--- src/rtl/sbc3_lerp_lane.sv ---
// ----------------------------------------------------------------------------
// sbc3_lerp_lane: interpolation of one clipped coordinate
// Registers |d|*t, then rounds and applies the sign of d.
// ----------------------------------------------------------------------------
`default_nettype none

module sbc3_lerp_lane #(
	parameter int unsigned PF = 16
) (
	input  wire logic                  clk,
	input  wire logic                  en,
	input  wire logic signed [31:0]    a,
	input  wire logic signed [31:0]    b,
	input  wire logic [PF:0]           t,
	output logic signed [31:0]         res
);

	logic signed [32:0] d;
	logic [32:0]        dm;
	logic [PF+33:0]     prod_s1;
	logic               neg_s1;
	logic signed [31:0] a_s1;
	logic [31:0]        r;

	assign d  = 33'(signed'(b)) - 33'(signed'(a));
	assign dm = d[32] ? 33'(-d) : d;

	// stage 1: magnitude product
	always_ff @(posedge clk) begin
		if (en) begin
			prod_s1 <= (PF+34)'(dm) * (PF+34)'(t);
			neg_s1  <= d[32];
			a_s1    <= a;
		end
	end

	// stage 2: round half away, reapply sign
	always_comb begin
		logic [PF+33:0] s;
		s = prod_s1 + ((PF+34)'(1) << (PF-1));
		r = s[PF+31:PF];
	end
	assign res = neg_s1 ? a_s1 - signed'(r) : a_s1 + signed'(r);

endmodule : sbc3_lerp_lane

`default_nettype wire

--- config.mk ---
export PLATFORM = sky130hd
export DESIGN_NAME = sbc3_lerp_lane
export DESIGN_NICKNAME = d
export VERILOG_FILES = /design/src/rtl/sbc3_lerp_lane.sv
export SDC_FILE = /design/constraint.sdc
export NUM_CORES = 2
export LEC_CHECK = 0
export BUFFER_PORTS_ARGS = -buffer_cell sky130_fd_sc_hd__clkbuf_2
export CAP_MARGIN = 20
export CORE_MARGIN = 2
export CORE_UTILIZATION = 40
export DETAILED_ROUTE_END_ITERATION = 8
export SYNTH_ARGS = -nofsm -noshare
export SYNTH_HDL_FRONTEND = slang
export SYNTH_SLANG_ARGS = --single-unit
export TNS_END_PERCENT = 100
--- constraint.sdc ---
create_clock -name clk -period 12.3 [get_ports clk]
set_input_delay 3.69 -clock clk [delete_from_list [all_inputs] [get_ports clk]]
set_output_delay 3.69 -clock clk [all_outputs]
set_load 0.02 [all_outputs]
After elaboration in Yosys (flattened, before gate mapping)
Cells that the tools add are included.
{"block": "classes", "addsub": 5, "n_mul": 1, "n_mux": 2}
{"cell": "$add A48 B16 Y48 const B", "count": 1}
{"cell": "$mul A33 B17 Y48", "count": 1}
{"cell": "$mux W33", "count": 1}
{"cell": "$neg A33 Y33", "count": 1}
{"cell": "$sub A32 B32 Y33", "count": 1}
{"cell": "$add A32 B32 Y32", "count": 1}
{"cell": "$mux W32", "count": 1}
{"cell": "$sub A32 B32 Y32", "count": 1}
{"block": "word_totals", "reg_bits": 81, "inputBits": 83, "out_inout_bits": 32, "wordCells": 11}

Logic depth before layout (Yosys ltp)
{"block": "logic_depth", "word_depth": 4, "mapped_depth": 39, "mapped_depth_nobuf": 38}

Least setup slack after synthesis
OpenSTA, ideal clock, no wires.
{"block": "synth_path", "kind": "input -> register", "startpoint": "input port b[0]", "endpoint": "register prod_s1[46], data pin", "setup_ns": 0.257, "t_arrival_ns": 12.706, "t_required_ns": 12.043, "setup_slack_ns": -0.663, "path_stages": 37, "path_buffers": 1, "cell_sequence": "inv_1 > ha_1 > fa_1 > nand2b_1 > a21oi_2 > a311oi_2 > nor4b_2 > nor2_1 > xnor2_1 > or4_4 > nor4b_4 > a31oi_1 > xor2_1 > clkbuf_1 > nand2_1 > fa_1 > fa_1 > fa_1 > inv_1 > fa_1 > fa_1 > inv_1 > fa_1 > inv_1 > ha_1 > a21o_1 > a21o_1 > a21o_1 > a21o_1 > a21oi_1 > nor3b_1 > a21oi_1 > o21ai_0 > a21oi_1 > o31ai_1 > nand2b_1 > xor2_1"}
{"block": "synth_via", "elab_chain_len": 4}
{"element": "from (decl)", "line": "13", "source": "input wire logic signed [31:0] b,"}
{"element": "$sub A32 B32 Y33 *", "line": "25", "source": "assign d = 33'(signed'(b)) - 33'(signed'(a));"}
{"element": "$neg A33 Y33", "line": "26", "source": "assign dm = d[32] ? 33'(-d) : d;"}
{"element": "$mux W33 *", "line": "26"}
{"element": "$mul A33 B17 Y48 *", "line": "31", "source": "prod_s1 <= (PF+34)'(dm) * (PF+34)'(t);"}
{"element": "to (signal assigned)", "line": "31"}
{"element": "to (decl)", "line": "20", "source": "logic [PF+33:0] prod_s1;"}
Every way passes the cells marked *; elsewhere a longest branch is shown, timed or not.
A chain may end at the register's enable or synchronous reset.

Worst setup path in the final report
{"block": "layout_path", "startpoint": "input port b[0]", "endpoint": "register prod_s1[47], data pin"}
Same word-level chain as after synthesis.

==> metrics.txt <==
outcome completed; RSZ-0062 raised after global routing true; CTS Sinks 66; Hold WC Path Type in2reg; Critical-path top delay cell or4_4; layout cells sized above 1 19.58%; Cells after Synth 2,853; FF+latch count, synth 66; setup TNS 0 ns; die height 251.0 um; worst slack at placement -0.9382 ns; fmax 81.72 MHz; Via Count 20,715; post-route setup slack 0.06344 ns; WS Path Type in2reg; gp weighted congestion 0.9079; fin nets 3,977; first-pass GRT wire length 113,500 um; Final Hold Vio Count 0; ys async rst share 0%; Max Cap Violations 0; # IOs 115; Port Buf Inserts 114; ys flop type edfxtp_1; fillcell total 5,680; synth unique cells 81; synth-to-layout area growth 20.86%; WP buf/inv 10; row cnt 90; crit start category input pin; Starting Density 40.44%; Util after Layout 48.87%; Core ar. 0.06036 mm^2; Final period util 99.48%; die width 251.0 um; largest cells by area after synthesis fa_1, ha_1, inv_1, edfxtp_1, nand2_1; initial antenna violation count 2; CTS Buf Count 9; GRT Residual Overflow 0; yosys warns 0; WP data arrival 12.36 ns; fraction of synthesized cell area taken by the top area cell type 37.98%; most frequent cells in the layout inv_1, fa_1, nand2_1; Root Driver clkbuf_16; CP top delay family adder cells; vias in the first global route 22,113; Syn Nets 3,576; Reg clk slew, reported paths 0.07 ns; First DRT Iteration DRCs 1,280; Avg Cell Area, Syn 8.554 um^2; Fin Hold WS 3.517 ns; clock buffer depth 2; Slew @ Worst Pin 0.9398 ns; vias per cell 5.126; Slew HR 37.35%; WL per Instance 17.34 um; CTS tree yes; CP Data Required Time 12.42 ns; Die ar. 0.06301 mm^2; final setup vio count 0; largest net degree at the start of global routing 67; cts hold-fix bufs 0; commonest non-fill, non-tap cell in the layout inv_1; post-synth top area cell fa_1; DRC errors left 0; synthesized cell area 0.02441 mm^2; Critical Path Max Stage Delay 0.54 ns; Antenna Nets Post-Route 0; Slew Limit Fails 0; crit path time final 12.24 ns; CP most frequent cell fa_1; H-tree levels 3; DR pass1 iterations 5; post-synthesis sequential area ratio 8.121%; Detail Placement HPWL 58,510 um; All-Layer GR Usage 22.76%; critical path fanouts, max 5; Ant. Diodes 0; number of synthesized flops with an enable pin 66; CP Capture Type flip-flop; WL final 70,080 um
-- repair_timing --
item	4_1_cts	5_1_grt
endpoints found under the setup margin	25	22
pin swaps	36	47
endpoints found under the hold margin	0	0
buffers inserted	14	19
resized for setup	32	78
-- worst paths after layout --
kind / cells past startpoint / startpoint / endpoint / slack, ns
setup / recovery: 42 / b[0] / prod_s1[47]$_DFFE_PP_ / 0.06
hold / removal: 1 / a[31] / a_s1[31]$_DFFE_PP_ / 3.52
-- cells in the mapped netlist, types with 4 or more instances --
| master | number |
|---|---|
| nand3_1 | 42 |
| o2111ai_1 | 5 |
| nor2_1 | 121 |
| nand2_1 | 434 |
| mux2i_1 | 6 |
| a21oi_1 | 92 |
| o21a_1 | 20 |
| nor2b_1 | 27 |
| clkbuf_1 | 95 |
| and4_1 | 6 |
| edfxtp_1 | 66 |
| xor2_1 | 57 |
| and2_1 | 202 |
| nand2b_1 | 18 |
| o21ai_1 | 5 |
| xnor2_1 | 114 |
| o21ai_0 | 61 |
| nand4_1 | 15 |
| o21bai_1 | 15 |
| ha_1 | 177 |
| nor3_1 | 35 |
| a21o_1 | 34 |
| a31oi_1 | 21 |
| a211oi_1 | 14 |
| buf_2 | 8 |
| and3_1 | 19 |
| nor4_1 | 9 |
| o31ai_1 | 13 |
| fa_1 | 463 |
| inv_1 | 574 |
| or3_1 | 4 |
| a22o_1 | 4 |
-- sequential cells by signal, summed over array words and instances (netlist names) --
name and flops:
a_s1 32, prod_s1 33, neg_s1 1
-- kinds of logic after synthesis --
family / Yosys count / share of synthesized area [%]
AO/OA/AOI/OAI: 333 / 8.905
XOR/XNOR: 172 / 6.229
adder cells (fa/ha/maj): 640 / 47.05
buffers and inverters: 680 / 10.51
multiplexers: 8 / 0.3384
flip-flops: 66 / 8.121
AND/OR/NAND/NOR: 954 / 18.84
-- through the flow --
| step | cell area, um^2 | instances |
|---|---|---|
| CTS | 29010 | 4022 |
| global route | 29500 | 4041 |
| detailed placement | 28420 | 3993 |
| global placement | 28420 | 3993 |
| finish | 29500 | 4041 |
| floorplan | 24600 | 2853 |
-- per-layer routing --
| layer | wire (um) | vias to the layer above | GRT usage (%) | share of wire (%) |
|---|---|---|---|---|
| met5 | 13 | - | 0 | 0.019 |
| met4 | 1984 | 2 | 6.531 | 2.8 |
| met3 | 3683 | 132 | 2.236 | 5.3 |
| met2 | 34690 | 622 | 40.30 | 49 |
| met1 | 29710 | 10331 | 29.56 | 42 |
| li1 | - | 9628 | - | - |
-- layout make-up --
cell class | instances | area [um^2] | share of cell area [%]
multi-input combinational | 2107 | 20470 | 69.40
timing repair buffer | 496 | 3578 | 12.13
inverter | 574 | 2162 | 7.330
sequential | 66 | 1982 | 6.719
tap | 782 | 978.4 | 3.317
clock buffer | 9 | 225.2 | 0.7636
clock inverter | 7 | 100.1 | 0.3394
Power is left out: the tool's default activity adds up to more than one toggle a clock period on the data nets, which glitch-free logic cannot reach.
