<file path="config.mk">
export PLATFORM = sky130hd
export DESIGN_NAME = sbc3_div_cell
export DESIGN_NICKNAME = d
export VERILOG_FILES = /design/src/rtl/sbc3_div_cell.sv
export SDC_FILE = /design/constraint.sdc
export NUM_CORES = 1
export LEC_CHECK = 0
export BUFFER_PORTS_ARGS = -buffer_cell sky130_fd_sc_hd__buf_2
export CAP_MARGIN = 20
export CORE_AREA = 5 5 393 395
export CTS_CLUSTER_DIAMETER = 40
export CTS_CLUSTER_SIZE = 8
export DETAILED_ROUTE_END_ITERATION = 12
export DIE_AREA = 0 0 398 400
export GPL_TIMING_DRIVEN = 0
export HOLD_SLACK_MARGIN = 0.06
export PLACE_DENSITY = 0.39
export SLEW_MARGIN = 25
export SYNTH_ARGS = -nofsm -noshare
export SYNTH_HDL_FRONTEND = slang
export SYNTH_SLANG_ARGS = --single-unit
</file>
<file path="constraint.sdc">
create_clock -name clk -period 2.05 [get_ports clk]
set_input_delay 0 -clock clk [delete_from_list [all_inputs] [get_ports clk]]
set_output_delay 0 -clock clk [all_outputs]
set_load 0.005 [all_outputs]
</file>
<file path="src/rtl/sbc3_div_cell.sv">
// ----------------------------------------------------------------------------
// sbc3_div_cell: one restoring-division step of the divider chain
// Each cell takes one quotient bit of every lane and hands the partial
// remainders plus the carried segment data to its neighbor each enabled cycle.
// ----------------------------------------------------------------------------
`default_nettype none

module sbc3_div_cell #(
	parameter int unsigned DEN_W = 33,
	parameter int unsigned Q_W = 17,
	parameter int unsigned LANES = 6,
	parameter int unsigned SIDE_W = 8
) (
	input  wire logic                  clk,
	input  wire logic                  arst_n,
	input  wire logic                  en,
	input  wire logic                  vld_in,
	input  wire logic [LANES-1:0][DEN_W:0]   rem_in,
	input  wire logic [LANES-1:0][DEN_W-1:0] den_in,
	input  wire logic [LANES-1:0][Q_W-1:0]   quo_in,
	input  wire logic [SIDE_W-1:0]     side_in,
	output logic                       vld_out,
	output logic [LANES-1:0][DEN_W:0]   rem_out,
	output logic [LANES-1:0][DEN_W-1:0] den_out,
	output logic [LANES-1:0][Q_W-1:0]   quo_out,
	output logic [SIDE_W-1:0]          side_out
);

	logic [LANES-1:0][DEN_W:0] rem_nx;
	logic [LANES-1:0][Q_W-1:0] quo_nx;

	// shift, trial subtract, restore
	always_comb begin
		for (int l = 0; l < LANES; l++) begin
			logic [DEN_W+1:0] sh;
			logic [DEN_W+1:0] df;
			sh = {rem_in[l], 1'b0};
			df = sh - {2'b00, den_in[l]};
			if (!df[DEN_W+1]) begin
				rem_nx[l] = df[DEN_W:0];
				quo_nx[l] = {quo_in[l][Q_W-2:0], 1'b1};
			end else begin
				rem_nx[l] = sh[DEN_W:0];
				quo_nx[l] = {quo_in[l][Q_W-2:0], 1'b0};
			end
		end
	end

	always_ff @(posedge clk or negedge arst_n) begin
		if (!arst_n) begin
			vld_out <= 1'b0;
		end else if (en) begin
			vld_out <= vld_in;
		end
	end

	always_ff @(posedge clk) begin
		if (en) begin
			rem_out  <= rem_nx;
			den_out  <= den_in;
			quo_out  <= quo_nx;
			side_out <= side_in;
		end
	end

endmodule : sbc3_div_cell

`default_nettype wire

</file>
After elaboration in Yosys (flattened, before gate mapping)
Cells that the tools add are included.
{"block": "totals", "ff_bits": 513, "inputBits": 516, "output_inout_bits": 513}
{"block": "classes", "add_sub_neg": 6, "mux": 12}
{"operator": "subtractor 35 x 33 -> 35 bit", "n": 6}
{"operator": "two-way mux 34 bit", "n": 6}
{"operator": "two-way mux 1 bit", "n": 6}

Longest topological paths before layout
Gate-level depths: netlist (run 1).
{"block": "depth", "ltp_word": 2, "mapped_depth": 15, "ltp_nobuf": 13}

Worst setup path after synthesis (run 1)
OpenSTA, ideal clock, no wires.
{"block": "synth_path", "kind": "input port to flip-flop", "start": "input den_in[71] in the netlist's numbering", "end": "register rem_out[77] in the netlist's numbering (data pin)", "setup_time_ns": 0.260, "t_arrival_ns": 2.620, "required_time_ns": 1.790, "path_slack_ns": -0.830, "path_stages": 12, "path_buffers": 1, "cell_sequence": "inv_1 ha_1 a21o_1 or3_1 o221a_2 o31ai_1 a21oi_1 o21ba_2 o21ai_2 xnor2_2 buf_2 mux2_2"}
{"element": "start, declared", "line_no": "19", "rtl": "input wire logic [LANES-1:0][DEN_W-1:0] den_in,"}
{"element": "end signal, assigned", "line_no": "59", "rtl": "rem_out <= rem_nx;"}
{"element": "end, declared", "line_no": "23", "rtl": "output logic [LANES-1:0][DEN_W:0] rem_out,"}

==> flow_summary.ini, run 1 <==
[sta]
fin_ws_ns = -0.3355
rsz0062_at_grt = true
final-hold-violation-count = 176
fmax_mhz = 419.2
setup_viol = 151
slew_violations = 0
hold_ws_ns = -0.5357
slew_headroom = 0.6393
post-route-min-period_ns = 2.385
post-route-period-util = 1.164
skew_ns = 0
worst_pin_slew_ns = 0.5411

[clocking]
clock_sinks = 513
htree_levels = 3
cts_tree = yes
cts_root_buffer = clkbuf_16
clkTransAtPathRegs_ns = 0.05
insertion_delay_ns = 0.73
cts_buffers = 120
clockBufferDepth = 3

[detailed_routing]
drt-pass1-iter-count = 5
via_per_inst = 4.195
ant_nets = 0
drc = 0
routedWlPerCell_um = 20.70
wl_um = 135200
vias = 27400
first_iter_violations = 1220

[die]
start_util = 0.1884
rows = 143
die_x_um = 398
ios = 1029
core_area_um2 = 150800
die_area_um2 = 159200
die_h_um = 400

[logic_synthesis]
synth_edf_count = 512
yosysTopAreaCellShare = 0.5412
yosys.area.top_type = edfxtp_1
synth_common_cells = edfxtp_1, nand2_1, inv_1
syn_nets = 3243
yosys_most_used_dff = edfxtp_1
ys_async_sr_fraction = 0.001949
ys_seq_area_frac = 0.5421
yosys_warnings = 0
synth_area_um2 = 28410
yosysMostFrequentCell = edfxtp_1
netlist_top_cells_area = edfxtp_1, ha_1, o21ai_0
avgSynthCellArea_um2 = 11.23
synth-seq-cells = 513
ys_types = 78
syn_inst = 2529

[placed_design]
place.gp.congestion = 0.8373
dp_hpwl_um = 103200
placed_cell_area_um2 = 37420
port_buffers = 1022
dp_cells = 5587
place_ws_ns = -1.641

[setup_path]
critPathCaptureType = flip-flop
worst_ep_required_time_ns = 2.53
cp-start-kind = primary input
path_max_fanout = 8
arrival_ns = 2.86
critPathKind = primary input to flip-flop

[pwr]
peakVddDrop_v = 0.0006715
leakage_nw = 22.01
power_density_nw_per_um2 = 855.1

[grt]
overflow = 0
grt_pass1_vias = 28060
grt_first_pass_wirelength_um = 185900
antenna_found_initial = 57
grt_max_degree = 90
grt_use_total = 0.1580

[final_layout]
design_area_um2 = 51200
utilization = 0.3395
nets = 5103
syn_to_final_growth_pct = 80.23
drive_gt1_frac = 0.4084
layout.cells.non_filler = 6531

[status]
violations = hold timing, setup timing
outcome = finished, violations left

[run]
cap_viol_max_count = 0

[hold_path]
hp-class = primary input to flip-flop
## path summary, 6_finish.rpt
check / to / slack [ns] / from / cells after the start
max: rem_out[98] / -0.34 / den_in[71] / 15
min: den_out[94] / -0.54 / den_in[94] / 1
max reg2reg: vld_out / 1.31 / vld_out / 1
min reg2reg: vld_out / 0.52 / vld_out / 1
max in group asynchronous: vld_out / 1.70 / arst_n / 3
min in group asynchronous: vld_out / 0.20 / arst_n / 3
## cells in the final DEF (no fill, tap or decap), types with 61 or more instances in the layout
master / count
buf_2: 990
dlygate4sd3_1: 603
edfxtp_1: 512
nand2_1: 220
inv_1: 198
a21oi_1: 131
clkbuf_16: 126
ha_1: 115
a21o_1: 103
o21ai_1: 91
xnor2_1: 91
buf_4: 91
nor2_1: 85
xor2_1: 84
o21ai_0: 73
mux2_4: 61
## stage by stage
step | total power [mW] | TNS, ns
floorplan | 17.98 | -77.82
global placement | 22.12 | -4330.41
detailed placement | 21.96 | -261.78
CTS | 43.70 | -24.09
global route | 45.88 | -30.71
finish | 43.78 | -24.84
## flip-flops by register name (all words and copies together), names as in the netlist
register	cells
rem_out	204
quo_out	102
vld_out	1
side_out	8
den_out	198
## final cells by class
cell class                      count  area (um2)
Fill cell                       15490       99630
Sequential cell                   513       15400
Multi-Input combinational cell   1708       14690
Timing Repair Buffer             1752       12840
Clock buffer                      135        3059
Tap cell                         2030        2540
Clock inverter                     81        1042
Inverter                          237       953.4
Buffer                             57       639.4
Antenna cell                       18       45.04
## power by group
group	switching (mW)	internal [mW]
logic	5.62	5.47
clock network	6.59	12.7
registers	0.323	13.1
total	12.5	31.3
## per-layer routing
metal,vias up,track usage,share of wire
met4,36,0.06203,0.037
li1,13070,-,-
met2,898,0.2698,0.48
met3,259,0.05352,0.084
met5,-,0,0.0016
met1,13130,0.1822,0.40
## cell families (layout without fill, tap and decap cells)
| family | count (synthesis) | after routing | synth area share |
|---|---|---|---|
| other | 0 | 18 | 0 |
| adders and majority gates | 198 | 198 | 0.08879 |
| DFF | 513 | 513 | 0.5421 |
| AOI/OAI and AO/OA | 689 | 689 | 0.1503 |
| muxes | 67 | 67 | 0.02634 |
| buffers and inverters | 308 | 2262 | 0.04140 |
| and+or+nand+nor | 573 | 573 | 0.09416 |
| xor gates and xnor gates | 181 | 181 | 0.05699 |
## critical path: stages
cell and delay [ns]:
buf_12 0.11, inv_4 0.05, ha_4 0.19, a21o_1 0.20, or3_4 0.35, o221a_4 0.27
o31ai_4 0.25, a21oi_2 0.14, o21ba_4 0.24, o21ai_4 0.18, xnor2_4 0.15, buf_12 0.18
buf_12 0.13, buf_12 0.12, mux2_4 0.29
## timing repair
item | in CTS | in global routing
setup buffers | 58 | 53
endpoints found under the setup margin | 210 | 204
gates cloned | 10 | 5
hold buffers | 513 | 109
endpoints found under the hold margin | 611 | 253
pin swaps | 71 | 119
gates resized for setup | 280 | 302
(Power assumes the default switching activity.)
==> inputs of run 2 (changes only) <==
--- a/config.mk
+++ b/config.mk
@@ -7,14 +7,14 @@
 export LEC_CHECK = 0
 export BUFFER_PORTS_ARGS = -buffer_cell sky130_fd_sc_hd__buf_2
 export CAP_MARGIN = 20
-export CORE_AREA = 5 5 393 395
+export CORE_AREA = 2 2 402 404
 export CTS_CLUSTER_DIAMETER = 40
 export CTS_CLUSTER_SIZE = 8
 export DETAILED_ROUTE_END_ITERATION = 12
-export DIE_AREA = 0 0 398 400
+export DIE_AREA = 0 0 404 406
 export GPL_TIMING_DRIVEN = 0
 export HOLD_SLACK_MARGIN = 0.06
-export PLACE_DENSITY = 0.39
+export PLACE_DENSITY = 0.37
 export SLEW_MARGIN = 25
 export SYNTH_ARGS = -nofsm -noshare
 export SYNTH_HDL_FRONTEND = slang
==> flow_summary.ini, run 2 (synthesis gave the netlist of run 1 again) <==
[sta]
post-route-min-period_ns = 2.395
final-hold-violation-count = 207
fmax_mhz = 417.5
fin_ws_ns = -0.3452
slew_violations = 0
rsz0062_at_grt = true
setup_viol = 205
skew_ns = 0
post-route-period-util = 1.168
tns_ns = -37.15
worst_pin_slew_ns = 0.5468
hold_ws_ns = -0.5516
slew_headroom = 0.6321

[grt]
met1_usage = 0.1825
grt_first_pass_wirelength_um = 180700
overflow = 0
grt_max_degree = 76
use_met3 = 0.04653
grt-busiest-layer = met2
grt_pass1_vias = 27290
grt_use_total = 0.1500
antenna_found_initial = 50
grt_use_met2 = 0.2472

[setup_path]
crit_slowest_cell = dlygate4sd3_1
critPathMaxStageDelay_ns = 0.57
arrival_ns = 2.86
cp-start-kind = primary input
critPathCaptureType = flip-flop
worst_ep_required_time_ns = 2.51
path_buf_inv = 6
path_delay_family = buffers and inverters
worstPathCellList = buf_2, dlygate4sd3_1, inv_1, ha_1, a21oi_4, nor2b_4, o2111ai_4, a31oi_4, o211ai_1, xnor2_1, clkbuf_8, buf_12, buf_8, o21ai_1
path_max_fanout = 6
critPathKind = primary input to flip-flop

[status]
violations = hold timing, setup timing
outcome = finished, violations left

[detailed_routing]
drc = 0
via_per_inst = 4.158
wl_um = 131700
vias = 27290
first_iter_violations = 1332
drt-pass1-iter-count = 5
ant_nets = 0
routedWlPerCell_um = 20.07

[placed_design]
place_ws_ns = -1.734
port_buffers = 1022
dp_hpwl_um = 99660
place.gp.congestion = 0.8342
placed_cell_area_um2 = 37520

[pwr]
p_int_mw = 30.71
p_sw_mw = 12.58
pwr-share-comb = 0.257
swShare = 0.2906
power_density_nw_per_um2 = 850.3
leakage_nw = 21.86
seqPwrFrac = 0.309
pwr-share-clk = 0.434
peakVddDrop_v = 0.0007331

[die]
die_h_um = 406
ios = 1029
start_util = 0.1780
core_area_um2 = 159600
rows = 147
die_area_um2 = 164000
die_x_um = 404

[final_layout]
top_register = rem_out
top_regs = rem_out: 204 flops, den_out: 198 flops, quo_out: 102 flops
final_cell_mix = buf_2, dlygate4sd3_1, edfxtp_1
utilization = 0.3189
drive_gt1_frac = 0.4079
syn_to_final_growth_pct = 79.22
nets = 5073
final_common_cell = buf_2
largest_reg_flops = 204
design_area_um2 = 50920

[run]
cap_viol_max_count = 0

[hold_path]
hp-class = primary input to flip-flop

[clocking]
insertion_delay_ns = 0.73
clockBufferDepth = 3
htree_levels = 3
cts_tree = yes
clkTransAtPathRegs_ns = 0.05
cts_root_buffer = clkbuf_16
cts_buffers = 118
clock_sinks = 513
-- run 2: cell types whose count changed in the layout (fill, tap and decap cells not counted), sizes merged --
| cell | previous run | this run |
|---|---|---|
| buf | 1166 | 1153 |
| bufbuf | 1 | 0 |
| bufinv | 16 | 13 |
| clkbuf | 174 | 179 |
| clkinvlp | 11 | 18 |
| diode | 18 | 19 |
| dlygate4sd3 | 603 | 579 |
| dlymetal6s4s | 0 | 1 |
| inv | 238 | 242 |
-- run 2: path summary, 6_finish.rpt --
path	start	end	slack (ns)	cells after the start
worst max-delay path	den_in[22]	rem_out[17]	-0.35	14
worst min-delay path	den_in[35]	den_out[35]	-0.55	1
worst max register to register	vld_out	vld_out	0.74	2
worst min register to register	vld_out	vld_out	1.07	2
max in group asynchronous	arst_n	vld_out	1.72	3
min in group asynchronous	arst_n	vld_out	0.20	3
-- run 2: layout make-up --
class / instances / area (um2)
fillers: 16630 / 108700
flip-flops and latches: 513 / 15400
multi-input cells: 1708 / 14650
repair buffers: 1732 / 12760
clock buffers: 131 / 3002
well taps: 2086 / 2610
clock inverters: 89 / 959.7
inverters: 237 / 937.1
plain buffers: 49 / 543.0
diodes: 19 / 47.55
-- run 2: layer usage --
layer	share of wire	wire, um
met1	0.42	55060
met2	0.47	62440
met3	0.076	9987
met4	0.030	4013
met5	0.0018	236
-- run 2: what timing repair did --
action	CTS	global route
endpoints found under the hold margin	688	280
gates cloned	10	11
setup endpoints to repair	208	206
hold buffers	478	114
setup buffers	61	45
pin swaps	61	97
gates resized for setup	269	301
-- run 2: power groups by stage --
stage | Combinational, mW | Clock (mW) | Sequential [mW]
6_report | 11.1 | 18.8 | 13.4
4_1_cts | 10.3 | 19.3 | 13.4
2_1_floorplan | 4.28 | 0 | 13.7
3_3_place_gp | 8.40 | 0 | 13.7
3_5_place_dp | 8.39 | 0 | 13.5
5_1_grt | 12.1 | 19.8 | 13.5
-- run 2: through the flow --
step                power (mW)  cells
finish                   43.29   6564
CTS                      42.95   6409
global placement         22.11   5637
global route             45.28   6553
detailed placement       21.92   5644
floorplan                17.98   2529
